[src/design/tlvp_pkg.sv]
// Shared constants, types and the CRC-32 byte step for the TLV record parser.
// No dependencies; imported by tlvp_item_walker and tlv_eeprom_record_parser.
`default_nettype none

package tlvp_pkg;

    // Record size bound and the byte-position width that follows from it
    localparam int MAX_RECORD_BYTES = 2048;
    localparam int POS_W            = $clog2(MAX_RECORD_BYTES);

    // Header layout
    localparam int HDR_BYTES   = 11;
    localparam int SIG_BYTES   = 8;
    localparam int VER_POS     = 8;
    localparam int LEN_HI_POS  = 9;
    localparam int LEN_LO_POS  = 10;
    localparam logic [7:0]  HDR_VERSION = 8'h01;
    localparam logic [15:0] LEN_LIMIT   = 16'(MAX_RECORD_BYTES - HDR_BYTES);

    // Trailing CRC item, offsets counted from the body length
    localparam int CRC_TYPE_OFF = 5;
    localparam int CRC_LEN_OFF  = 6;
    localparam int LAST_OFF     = 10;
    localparam logic [7:0] TYPE_CRC     = 8'hFE;
    localparam logic [7:0] CRC_ITEM_LEN = 8'h04;

    // Item types of interest
    localparam logic [7:0] TYPE_MAC_RANGE = 8'h2A;
    localparam logic [7:0] TYPE_DEV_VER   = 8'h26;
    localparam logic [7:0] TYPE_RSVD_LO   = 8'h00;
    localparam logic [7:0] TYPE_RSVD_HI   = 8'hFF;

    // CRC-32, reflected
    localparam logic [31:0] CRC_POLY = 32'hEDB88320;
    localparam logic [31:0] CRC_INIT = 32'hFFFFFFFF;

    // Record-end status codes
    localparam logic [2:0] ST_OK       = 3'd0;
    localparam logic [2:0] ST_BAD_HDR  = 3'd1;
    localparam logic [2:0] ST_BAD_TYPE = 3'd2;
    localparam logic [2:0] ST_NO_CRC   = 3'd3;
    localparam logic [2:0] ST_CRC_BAD  = 3'd4;

    // Walker results for the byte in hand
    typedef struct packed {
        logic       value_valid;
        logic [7:0] item_type;
        logic [7:0] value_index;
        logic [7:0] value_byte;
        logic       bad_type;
        logic [15:0] mac_count;
        logic [7:0] device_revision;
    } tlvp_walk_t;

    // Signature byte of "TlvInfo" plus terminating zero
    function automatic logic [7:0] sig_byte(input logic [2:0] idx);
        logic [7:0] s;
        unique case (idx)
            3'd0:    s = 8'h54;
            3'd1:    s = 8'h6C;
            3'd2:    s = 8'h76;
            3'd3:    s = 8'h49;
            3'd4:    s = 8'h6E;
            3'd5:    s = 8'h66;
            3'd6:    s = 8'h6F;
            default: s = 8'h00;
        endcase
        return s;
    endfunction

    // One byte through the reflected CRC-32
    function automatic logic [31:0] crc_byte(input logic [31:0] c, input logic [7:0] b);
        logic [31:0] r;
        int k;
        r = c ^ {24'h000000, b};
        for (k = 0; k < 8; k++)
        begin
            r = (r >> 1) ^ (CRC_POLY & {32{r[0]}});
        end
        return r;
    endfunction

endpackage

`default_nettype wire

[src/design/tlvp_item_walker.sv]
// Type-length-value item walker: tracks item boundaries and captures MAC range
// and device version. Depends on tlvp_pkg.
`default_nettype none

module tlvp_item_walker (
    input  wire logic              clk,
    input  wire logic              rst_n,
    input  wire logic              advance,
    input  wire logic              body,
    input  wire logic              clear,
    input  wire logic [7:0]        data_byte,
    output tlvp_pkg::tlvp_walk_t   walk
);
    import tlvp_pkg::*;

    localparam logic [1:0] IT_TYPE  = 2'd0;
    localparam logic [1:0] IT_LEN   = 2'd1;
    localparam logic [1:0] IT_VALUE = 2'd2;

    logic [1:0]  item_phase_reg, item_phase_next;
    logic [7:0]  type_reg, type_next;
    logic [7:0]  left_reg, left_next;
    logic [7:0]  index_reg, index_next;
    logic        bad_reg, bad_next;
    logic [15:0] mac_reg, mac_next;
    logic [7:0]  dev_reg, dev_next;

    // Next item state for the byte in hand
    always_comb
    begin
        item_phase_next = item_phase_reg;
        type_next       = type_reg;
        left_next       = left_reg;
        index_next      = index_reg;
        bad_next        = bad_reg;
        mac_next        = mac_reg;
        dev_next        = dev_reg;
        walk            = '0;
        if (body && !bad_reg)
        begin
            unique case (item_phase_reg)
                IT_TYPE:
                begin
                    type_next = data_byte;
                    if (data_byte == TYPE_RSVD_LO || data_byte == TYPE_RSVD_HI)
                        bad_next = 1'b1;
                    else
                        item_phase_next = IT_LEN;
                end
                IT_LEN:
                begin
                    left_next  = data_byte;
                    index_next = 8'h00;
                    if (type_reg == TYPE_MAC_RANGE)
                        mac_next = 16'h0000;
                    if (type_reg == TYPE_DEV_VER)
                        dev_next = 8'h00;
                    item_phase_next = (data_byte == 8'h00) ? IT_TYPE : IT_VALUE;
                end
                IT_VALUE:
                begin
                    walk.value_valid = 1'b1;
                    walk.item_type   = type_reg;
                    walk.value_index = index_reg;
                    walk.value_byte  = data_byte;
                    if (type_reg == TYPE_MAC_RANGE)
                    begin
                        if (index_reg == 8'h00)
                            mac_next = {data_byte, 8'h00};
                        else if (index_reg == 8'h01)
                            mac_next = {mac_reg[15:8], data_byte};
                    end
                    if (type_reg == TYPE_DEV_VER && index_reg == 8'h00)
                        dev_next = data_byte;
                    index_next = index_reg + 8'h01;
                    left_next  = left_reg - 8'h01;
                    if (left_next == 8'h00)
                        item_phase_next = IT_TYPE;
                end
                default:
                begin
                    item_phase_next = IT_TYPE;
                end
            endcase
        end
        walk.bad_type        = bad_next;
        walk.mac_count       = mac_next;
        walk.device_revision = dev_next;
    end

    // Item state; back to reset at every record end
    always_ff @(posedge clk or negedge rst_n)
    begin
        if (!rst_n)
        begin
            item_phase_reg <= IT_TYPE;
            type_reg       <= 8'h00;
            left_reg       <= 8'h00;
            index_reg      <= 8'h00;
            bad_reg        <= 1'b0;
            mac_reg        <= 16'h0000;
            dev_reg        <= 8'h00;
        end
        else if (advance)
        begin
            if (clear)
            begin
                item_phase_reg <= IT_TYPE;
                type_reg       <= 8'h00;
                left_reg       <= 8'h00;
                index_reg      <= 8'h00;
                bad_reg        <= 1'b0;
                mac_reg        <= 16'h0000;
                dev_reg        <= 8'h00;
            end
            else
            begin
                item_phase_reg <= item_phase_next;
                type_reg       <= type_next;
                left_reg       <= left_next;
                index_reg      <= index_next;
                bad_reg        <= bad_next;
                mac_reg        <= mac_next;
                dev_reg        <= dev_next;
            end
        end
    end

endmodule

`default_nettype wire

[src/design/tlv_eeprom_record_parser.sv]
// Top level of the TLV record parser: input register, header and CRC logic,
// result register. Depends on tlvp_pkg and tlvp_item_walker.
`default_nettype none

// Channel   Direction  Handshake                    Payload
// byte      in         byte_valid / byte_stall      data_byte
// result    out        result_valid / result_stall  value_valid, item_type, value_index,
//                                                   value_byte, record_end, status,
//                                                   mac_count, device_revision
//
// One beat in gives one beat out; a new byte is taken every cycle unless result_stall holds a full result register.
// Each byte passes the input register, then the per-byte header, CRC-32 and
// item logic feeding the result register.
// Reset clears all record state; the first byte after reset starts a header.
// A stalled result register holds the input register, and byte_stall rises
// only when both are full.

module tlv_eeprom_record_parser (
    input  wire logic        clk,
    input  wire logic        rst_n,
    input  wire logic        byte_valid,
    output logic             byte_stall,
    input  wire logic [7:0]  data_byte,
    output logic             result_valid,
    input  wire logic        result_stall,
    output logic             value_valid,
    output logic [7:0]       item_type,
    output logic [7:0]       value_index,
    output logic [7:0]       value_byte,
    output logic             record_end,
    output logic [2:0]       status,
    output logic [15:0]      mac_count,
    output logic [7:0]       device_revision
);
    import tlvp_pkg::*;

    localparam logic PH_HEADER = 1'b0;
    localparam logic PH_BODY   = 1'b1;

    // Handshake and pipeline registers
    logic        in_valid_reg;
    logic [7:0]  in_byte_reg;
    logic        result_valid_reg;
    logic        advance;
    logic        take;

    // Record state
    logic              phase_reg, phase_next;
    logic [POS_W-1:0]  pos_reg, pos_next;
    logic              hdr_ok_reg, hdr_ok_next;
    logic [15:0]       len_reg, len_next;
    logic [31:0]       crc_reg, crc_next;
    logic [31:0]       stored_reg, stored_next;
    logic              crc_ok_reg, crc_ok_next;

    // Per-byte results
    logic              rec_end;
    logic [2:0]        status_c;
    logic [16:0]       pos_ext;
    logic [16:0]       len_ext;
    logic [31:0]       crc_upd;
    tlvp_walk_t        walk;

    // Output register
    logic              value_valid_reg;
    logic [7:0]        item_type_reg;
    logic [7:0]        value_index_reg;
    logic [7:0]        value_byte_reg;
    logic              record_end_reg;
    logic [2:0]        status_reg;
    logic [15:0]       mac_count_reg;
    logic [7:0]        device_revision_reg;

    // Flow control
    assign advance    = !result_valid_reg || !result_stall;
    assign take       = in_valid_reg && advance;
    assign byte_stall = in_valid_reg && !advance;

    assign pos_ext = 17'(pos_reg);
    assign len_ext = {1'b0, len_reg};
    assign crc_upd = crc_byte(crc_reg, in_byte_reg);

    tlvp_item_walker u_walker (
        .clk       (clk),
        .rst_n     (rst_n),
        .advance   (take),
        .body      (phase_reg == PH_BODY),
        .clear     (rec_end),
        .data_byte (in_byte_reg),
        .walk      (walk)
    );

    // Header check, CRC and record-end logic
    always_comb
    begin
        phase_next  = phase_reg;
        pos_next    = pos_reg;
        hdr_ok_next = hdr_ok_reg;
        len_next    = len_reg;
        crc_next    = crc_reg;
        stored_next = stored_reg;
        crc_ok_next = crc_ok_reg;
        rec_end     = 1'b0;
        status_c    = ST_OK;
        if (phase_reg == PH_HEADER)
        begin
            crc_next = crc_upd;
            if (pos_reg < POS_W'(SIG_BYTES))
            begin
                if (in_byte_reg != sig_byte(pos_reg[2:0]))
                    hdr_ok_next = 1'b0;
            end
            else if (pos_reg == POS_W'(VER_POS))
            begin
                if (in_byte_reg != HDR_VERSION)
                    hdr_ok_next = 1'b0;
            end
            else if (pos_reg == POS_W'(LEN_HI_POS))
                len_next = {in_byte_reg, 8'h00};
            else
                len_next = {len_reg[15:8], in_byte_reg};

            if (pos_reg >= POS_W'(LEN_LO_POS))
            begin
                if (len_next > LEN_LIMIT)
                    hdr_ok_next = 1'b0;
                if (!hdr_ok_next || len_next == 16'h0000)
                begin
                    rec_end  = 1'b1;
                    status_c = hdr_ok_next ? ST_NO_CRC : ST_BAD_HDR;
                end
                else
                begin
                    phase_next = PH_BODY;
                    pos_next   = POS_W'(HDR_BYTES);
                end
            end
            else
                pos_next = pos_reg + POS_W'(1);
        end
        else
        begin
            // CRC runs up to the CRC item's length byte; the last four are the stored CRC
            if (pos_ext <= len_ext + 17'(CRC_LEN_OFF))
                crc_next = crc_upd;
            else
                stored_next = {stored_reg[23:0], in_byte_reg};

            if (len_reg >= 16'(CRC_LEN_OFF))
            begin
                if (pos_ext == len_ext + 17'(CRC_TYPE_OFF))
                    crc_ok_next = (in_byte_reg == TYPE_CRC);
                else if (pos_ext == len_ext + 17'(CRC_LEN_OFF))
                    crc_ok_next = crc_ok_reg && (in_byte_reg == CRC_ITEM_LEN);
            end

            if (pos_ext >= len_ext + 17'(LAST_OFF))
            begin
                rec_end = 1'b1;
                if (!crc_ok_next)
                    status_c = ST_NO_CRC;
                else if ((crc_next ^ CRC_INIT) != stored_next)
                    status_c = ST_CRC_BAD;
                else if (walk.bad_type)
                    status_c = ST_BAD_TYPE;
                else
                    status_c = ST_OK;
            end
            else
                pos_next = pos_reg + POS_W'(1);
        end
    end

    // Input register
    always_ff @(posedge clk or negedge rst_n)
    begin
        if (!rst_n)
            in_valid_reg <= 1'b0;
        else if (!byte_stall)
            in_valid_reg <= byte_valid;
    end

    always_ff @(posedge clk)
    begin
        if (byte_valid && !byte_stall)
            in_byte_reg <= data_byte;
    end

    // Record state; back to reset at every record end
    always_ff @(posedge clk or negedge rst_n)
    begin
        if (!rst_n)
        begin
            phase_reg  <= PH_HEADER;
            pos_reg    <= '0;
            hdr_ok_reg <= 1'b1;
            len_reg    <= 16'h0000;
            crc_reg    <= CRC_INIT;
            stored_reg <= 32'h00000000;
            crc_ok_reg <= 1'b0;
        end
        else if (take)
        begin
            if (rec_end)
            begin
                phase_reg  <= PH_HEADER;
                pos_reg    <= '0;
                hdr_ok_reg <= 1'b1;
                len_reg    <= 16'h0000;
                crc_reg    <= CRC_INIT;
                stored_reg <= 32'h00000000;
                crc_ok_reg <= 1'b0;
            end
            else
            begin
                phase_reg  <= phase_next;
                pos_reg    <= pos_next;
                hdr_ok_reg <= hdr_ok_next;
                len_reg    <= len_next;
                crc_reg    <= crc_next;
                stored_reg <= stored_next;
                crc_ok_reg <= crc_ok_next;
            end
        end
    end

    // Result register
    always_ff @(posedge clk or negedge rst_n)
    begin
        if (!rst_n)
            result_valid_reg <= 1'b0;
        else if (advance)
            result_valid_reg <= in_valid_reg;
    end

    always_ff @(posedge clk)
    begin
        if (take)
        begin
            value_valid_reg     <= walk.value_valid;
            item_type_reg       <= walk.item_type;
            value_index_reg     <= walk.value_index;
            value_byte_reg      <= walk.value_byte;
            record_end_reg      <= rec_end;
            status_reg          <= rec_end ? status_c : ST_OK;
            mac_count_reg       <= (rec_end && phase_reg == PH_BODY) ? walk.mac_count : 16'h0000;
            device_revision_reg <= (rec_end && phase_reg == PH_BODY) ? walk.device_revision
                                                                     : 8'h00;
        end
    end

    assign result_valid    = result_valid_reg;
    assign value_valid     = value_valid_reg;
    assign item_type       = item_type_reg;
    assign value_index     = value_index_reg;
    assign value_byte      = value_byte_reg;
    assign record_end      = record_end_reg;
    assign status          = status_reg;
    assign mac_count       = mac_count_reg;
    assign device_revision = device_revision_reg;

endmodule

`default_nettype wire

[config.mk]
export PLATFORM = sky130hd
export DESIGN_NAME = tlv_eeprom_record_parser
export DESIGN_NICKNAME = d
export VERILOG_FILES = /design/src/design/tlvp_pkg.sv /design/src/design/tlvp_item_walker.sv /design/src/design/tlv_eeprom_record_parser.sv
export SDC_FILE = /design/constraint.sdc
export NUM_CORES = 1
export LEC_CHECK = 0
export BUFFER_PORTS_ARGS = -buffer_cell sky130_fd_sc_hd__buf_2
export CORE_MARGIN = 5
export CORE_UTILIZATION = 40
export DETAILED_ROUTE_END_ITERATION = 8
export GPL_ROUTABILITY_DRIVEN = 0
export PLACE_DENSITY_LB_ADDON = 0.3
export SYNTH_ARGS = -nofsm -noshare
export SYNTH_HDL_FRONTEND = slang
export SYNTH_SLANG_ARGS = --single-unit
[constraint.sdc]
create_clock -name clk -period 10.53 [get_ports clk]
set_clock_uncertainty 0.2 [all_clocks]
set_input_delay 0.5265 -clock clk [delete_from_list [all_inputs] [get_ports clk]]
set_output_delay 0.5265 -clock clk [all_outputs]
set_load 0.005 [all_outputs]
# Word-level counts from Yosys, hierarchy flattened
# Cells that the tools add are included.
# Widths: inputs -> output; s select.
# word_totals
reg_bits	208
input_bits	12
# classes
n_addsub	6
order_cmp	6
n_eq_ne	26
muxes	86
bitwise	10
n_reduce_logical	33
# op_table
cell	n
$mux 32	8
$xor 31x32->32	8
$mux 16	11
$mux 8	14
$mux 11	5
$pmux 7 s7	1
$pmux 8 s2	3
$add 16x3->17 const B	2
$eq 11x17->1	2
$ne 32x32->1	1
$not 32->32	1
$pmux 16 s2	1
$xor 32x8->32	1
$mux 1	28
$mux 25	1
$logic_not 8->1	3
$eq 11x4->1 const B	2
$mux 2	9
$add 16x4->17 const B	1
$ge 11x17->1	1
$le 11x17->1	1
$eq 8x6->1 const B	2
$eq 8x8->1 const B	2
$ge 16x3->1 const B	1
other kinds (32)	58

# Longest topological paths before layout
# depth
depth_word	17
mapped_depth	16
mapped_depth_nobuf	14

# Modules after synthesis
# Synthesis repeated with hierarchy kept, for this count alone.
# unflattened
hier_cells	1207
area_unflattened_um2	12914.9
# by_module_without_submodules
mod	n_inst	cells_each	area_per_inst_um2	seq_area_each_um2
tlv_eeprom_record_parser	1	864	9731.8	4275.4
tlvp_item_walker	1	343	3183.1	1276.2

# Worst setup path after synthesis
# OpenSTA, ideal clock, no wires.
# synth_timing
path_kind	register -> register
start	register len_reg[1]
end	register stored_reg[16]
arrival_ns	3.369
t_required_ns	10.209
setup_slack_ns	6.840
stages_incl_launch_ff	17
n_path_buf	2
path_cell_list	dfrtp_1 ha_1 o2111ai_1 nor2_1 xnor2_1 ha_1 o21ai_0 a221oi_1 and3_1 o2111ai_1 or2_1 buf_2 inv_1 o21ai_1 a21o_2 buf_2 a22o_1
# synth_via
elab_chain_cells	14
# synth_lines
item	line	text
start: declaration	tlv_eeprom_record_parser.sv:51	logic [15:0] len_reg, len_next;
start signal: assignment	tlv_eeprom_record_parser.sv:219	len_reg <= len_next;
$mux 16	tlv_eeprom_record_parser.sv:113	else if (pos_reg == POS_W'(VER_POS))
$mux 16	tlv_eeprom_record_parser.sv:108	if (pos_reg < POS_W'(SIG_BYTES))
$mux 16	tlv_eeprom_record_parser.sv:105	if (phase_reg == PH_HEADER)
$gt 16x11->1	tlv_eeprom_record_parser.sv:125	if (len_next > LEN_LIMIT)
$mux 1	tlv_eeprom_record_parser.sv:125	
$mux 1	tlv_eeprom_record_parser.sv:123	if (pos_reg >= POS_W'(LEN_LO_POS))
$mux 1	tlv_eeprom_record_parser.sv:105	
$logic_not 1->1	tlv_eeprom_record_parser.sv:127	if (!hdr_ok_next || len_next == 16'h0000)
$logic_or 1x1->1	tlv_eeprom_record_parser.sv:127	
$mux 1	tlv_eeprom_record_parser.sv:127	
$mux 1	tlv_eeprom_record_parser.sv:123	
$mux 1	tlv_eeprom_record_parser.sv:105	
$reduce_bool 2->1 (no line)	-	
$reduce_and 2->1 (no line)	-	
end signal: assignment	tlv_eeprom_record_parser.sv:221	stored_reg <= stored_next;
end: declaration	tlv_eeprom_record_parser.sv:53	logic [31:0] stored_reg, stored_next;
# Parallel ways exist; a longest one is shown, timed or not. The select of a mux whose other input is x is not followed.
# A chain may end at the register's enable or synchronous reset.

# Worst setup path in the final report
# layout_timing
start	register len_reg[2]
end	register u_walker.left_reg[5]
# layout_via
elab_chain_cells	14
# layout_lines
item	line	text
$mux 16	tlv_eeprom_record_parser.sv:113	
$mux 16	tlv_eeprom_record_parser.sv:108	
$mux 16	tlv_eeprom_record_parser.sv:105	
$gt 16x11->1	tlv_eeprom_record_parser.sv:125	
$mux 1	tlv_eeprom_record_parser.sv:125	
$mux 1	tlv_eeprom_record_parser.sv:123	
$mux 1	tlv_eeprom_record_parser.sv:105	
$logic_not 1->1	tlv_eeprom_record_parser.sv:127	
$logic_or 1x1->1	tlv_eeprom_record_parser.sv:127	
$mux 1	tlv_eeprom_record_parser.sv:127	
$mux 1	tlv_eeprom_record_parser.sv:123	
$mux 1 *	tlv_eeprom_record_parser.sv:105	
$reduce_bool 3->1 (no line) or $reduce_bool 2->1 (tied branches)	-	
$reduce_and 3->1 (no line)	-	
end signal: assignment	tlvp_item_walker.sv:120	left_reg <= left_next;
end: declaration	tlvp_item_walker.sv:22	logic [7:0] left_reg, left_next;
# Every way passes the cells marked *; elsewhere a longest branch is shown, timed or not. The select of a mux whose other input is x is not followed.

==> impl_metrics.ini <==
[outcome]
outcome = finished, final reports clean

[floorplanning]
pin_count = 67
dieArea_mm2 = 0.0346
die_h_um = 186
core-area_mm2 = 0.0306
start_util = 0.405
num_rows = 64
die_w_um = 186

[detailed_routing]
drc_errors = 0
viasPerCell = 5.74
dr.pass1.iters = 5
drt_iter0_drc = 879
ant_nets = 0
wl_per_cell_um = 19.5
wl_um = 32300
dr_total_vias = 9489

[timing]
fmax_mhz = 205
hold_violations = 0
period_needed_ns = 4.87
setup_violations = 0
tightest_slew_ns = 1.15
relSlewSlack = 0.226
setup-tns-final_ns = 0
setup_slack_ns = 5.66
period_share = 0.463
maxSlewViolCount = 0
rsz0062_at_grt = no

[clock_network]
cts-resized-gates = 0
clockRootBuffer = clkbuf_16
cts_made_buffers = 24
insertion_delay_ns = 0.53
postCtsSetupBuffers = 0
clockBufferDepth = 3
cts_tree = done
cts_sinks = 208
path_clk_slew_ns = 0.07
htreeDepth = 1

[setup_path]
cpPeakStageDelay_ns = 0.77
crit_type = flip-flop to flip-flop
start_kind = flip-flop
worst-endpoint-required_ns = 10.75
arrival_ns = 5.09
cp_slowest_cell = a31oi_4
cp_max_fo = 34
worstPathCellList = ha_1, o2111ai_1, nor2_1, xnor2_1, ha_1, o21ai_0, a221oi_1, and3_1, o2111ai_1, or2_1, buf_4, a31oi_4, nor2_2, a32o_1, a21o_1
endpoint_kind = flip-flop

[synth]
synthFlopType = dfrtp_1
synth-seq-cells = 208
syn_avg_cell_area_um2 = 10.4
synth_edf_count = 61
synthCells = 1190
async_reset_ff_frac = 0.707
synth_cell_type_count = 97
synth-seq-area-share = 0.448
ys_warn_count = 0
syn_nets = 1243
syn_area_mm2 = 0.0124

[global_route]
grtUsageTotal = 0.184
busiest_layer = met2
grt_pass1_wl_um = 51600
use_met1 = 0.270
overflow = 0
grtUsageMet2 = 0.293
grt_pass1_vias = 9343
grt_max_degree = 80
antenna_found_initial = 0
met3_usage = 0.0262

[power_and_ir_drop]
power_frac_seq = 0.300
pwr-share-comb = 0.513
power.switching_mw = 1.75
switching_share = 0.423
p_leak_nw = 5.57
p_clk_frac = 0.187
irDropWorstVdd_mv = 0.219
p_int_mw = 2.39
power_mw = 4.15
power_density_mw_per_mm2 = 299

[finish]
utilization = 0.453
layout_common_cells = dfrtp_1 (114), nor2_1 (104), xnor2_1 (102)
n_antenna_cell = 0
final_area_mm2 = 0.0139
drive_gt1_frac = 0.161
layout_commonest_cell = dfrtp_1
nFillCells = 2889
synthToLayoutAreaGrowth_pct = 12.0
nets = 1292

[placement]
placed_cell_area_mm2 = 0.0130
portBuffers = 66
place_hpwl_um = 21700
pre_cts_slack_ns = 5.71

[job]
maxCapViolCount = 0

[worst_hold_path]
worst_hold_path_type = primary input to flip-flop
==> critical path: cells and delay by family (launching register included) <==
family | cells | cell delay, ns
xor gates and xnor gates | 1 | 0.15
AOI/OAI and AO/OA | 7 | 2.22
DFF | 1 | 0.55
and+or+nand+nor | 4 | 0.79
adders and majority gates | 2 | 0.58
buffers and inverters | 1 | 0.25
==> metrics by stage <==
step	instances	hold slack [ns]
6_report	1653	0.0484
5_1_grt	1653	0.0380
4_1_cts	1653	0.0253
3_5_place_dp	1599	0.287
2_1_floorplan	1190	0.0309
3_3_place_gp	1599	0.284
==> cell type report <==
type,count,area (um2),area share
sequential,208,5550,0.401
clock inverter,13,85.1,0.00614
tap,396,495,0.0357
clock buffer,31,647,0.0467
multi-input combinational,878,6380,0.461
inverter,33,124,0.00894
timing repair buffer,94,572,0.0413
==> cell usage after synthesis, types with 21 or more instances <==
library cell / count / share of area
dfrtp_1: 114 / 0.23
nor2_1: 104 / 0.032
xnor2_1: 102 / 0.072
a22o_1: 78 / 0.055
a21oi_1: 62 / 0.025
edfxtp_1: 61 / 0.15
nand2_1: 53 / 0.016
o21ai_0: 50 / 0.020
xor2_1: 42 / 0.030
ha_1: 41 / 0.041
clkbuf_1: 37 / 0.011
dfstp_2: 33 / 0.070
inv_1: 32 / 0.0097
nor3_1: 28 / 0.011
and2_1: 27 / 0.014
buf_2: 25 / 0.010
nand3_1: 25 / 0.010
a22oi_1: 21 / 0.013
nor4_1: 21 / 0.011
==> cells by family after synthesis <==
| family | Yosys count | share of synthesized area |
|---|---|---|
| buffers and inverters | 104 | 0.0374 |
| adder cells (fa/ha/maj) | 41 | 0.0414 |
| multiplexers | 4 | 0.00334 |
| AO/OA/AOI/OAI | 324 | 0.193 |
| AND/OR/NAND/NOR | 348 | 0.145 |
| flip-flops | 208 | 0.448 |
| XOR/XNOR | 161 | 0.131 |
==> power by group through the flow <==
stage	Clock [mW]	Combinational, mW	Sequential, mW
5_1_grt	0.828	2.33	1.27
6_report	0.776	2.13	1.24
2_1_floorplan	0	1.72	1.17
4_1_cts	0.798	2.13	1.24
3_3_place_gp	0	2.09	1.25
3_5_place_dp	0	2.11	1.25
==> timing repair <==
item | 4_1_cts | 5_1_grt
hold buffers | 10 | 0
hold endpoints to repair | 67 | 0
setup endpoints to repair | 0 | 0
==> per-layer routing <==
metal	wire, um	share of wire
met1	14800	0.46
met2	14800	0.46
met3	2100	0.065
met4	606	0.019
met5	0	0
==> worst paths after layout <==
path / from / endpoint / slack (ns) / depth (start not counted)
min in group asynchronous: rst_n / result_valid$_DFFE_PN0N_ / 0.41 / 2
setup / recovery: len_reg[2]$_DFFE_PN0P_ / u_walker.left_reg[5]$_DFFE_PN0P_ / 5.66 / 15
hold reg to reg: in_valid_reg$_DFFE_PN0N_ / result_valid$_DFFE_PN0N_ / 0.30 / 1
setup reg to reg: len_reg[2]$_DFFE_PN0P_ / u_walker.left_reg[5]$_DFFE_PN0P_ / 5.66 / 15
max in group asynchronous: rst_n / stored_reg[0]$_DFFE_PN0P_ / 8.29 / 3
hold / removal: result_stall / result_valid$_DFFE_PN0N_ / 0.05 / 3
Power figures use the tool's default switching activity.
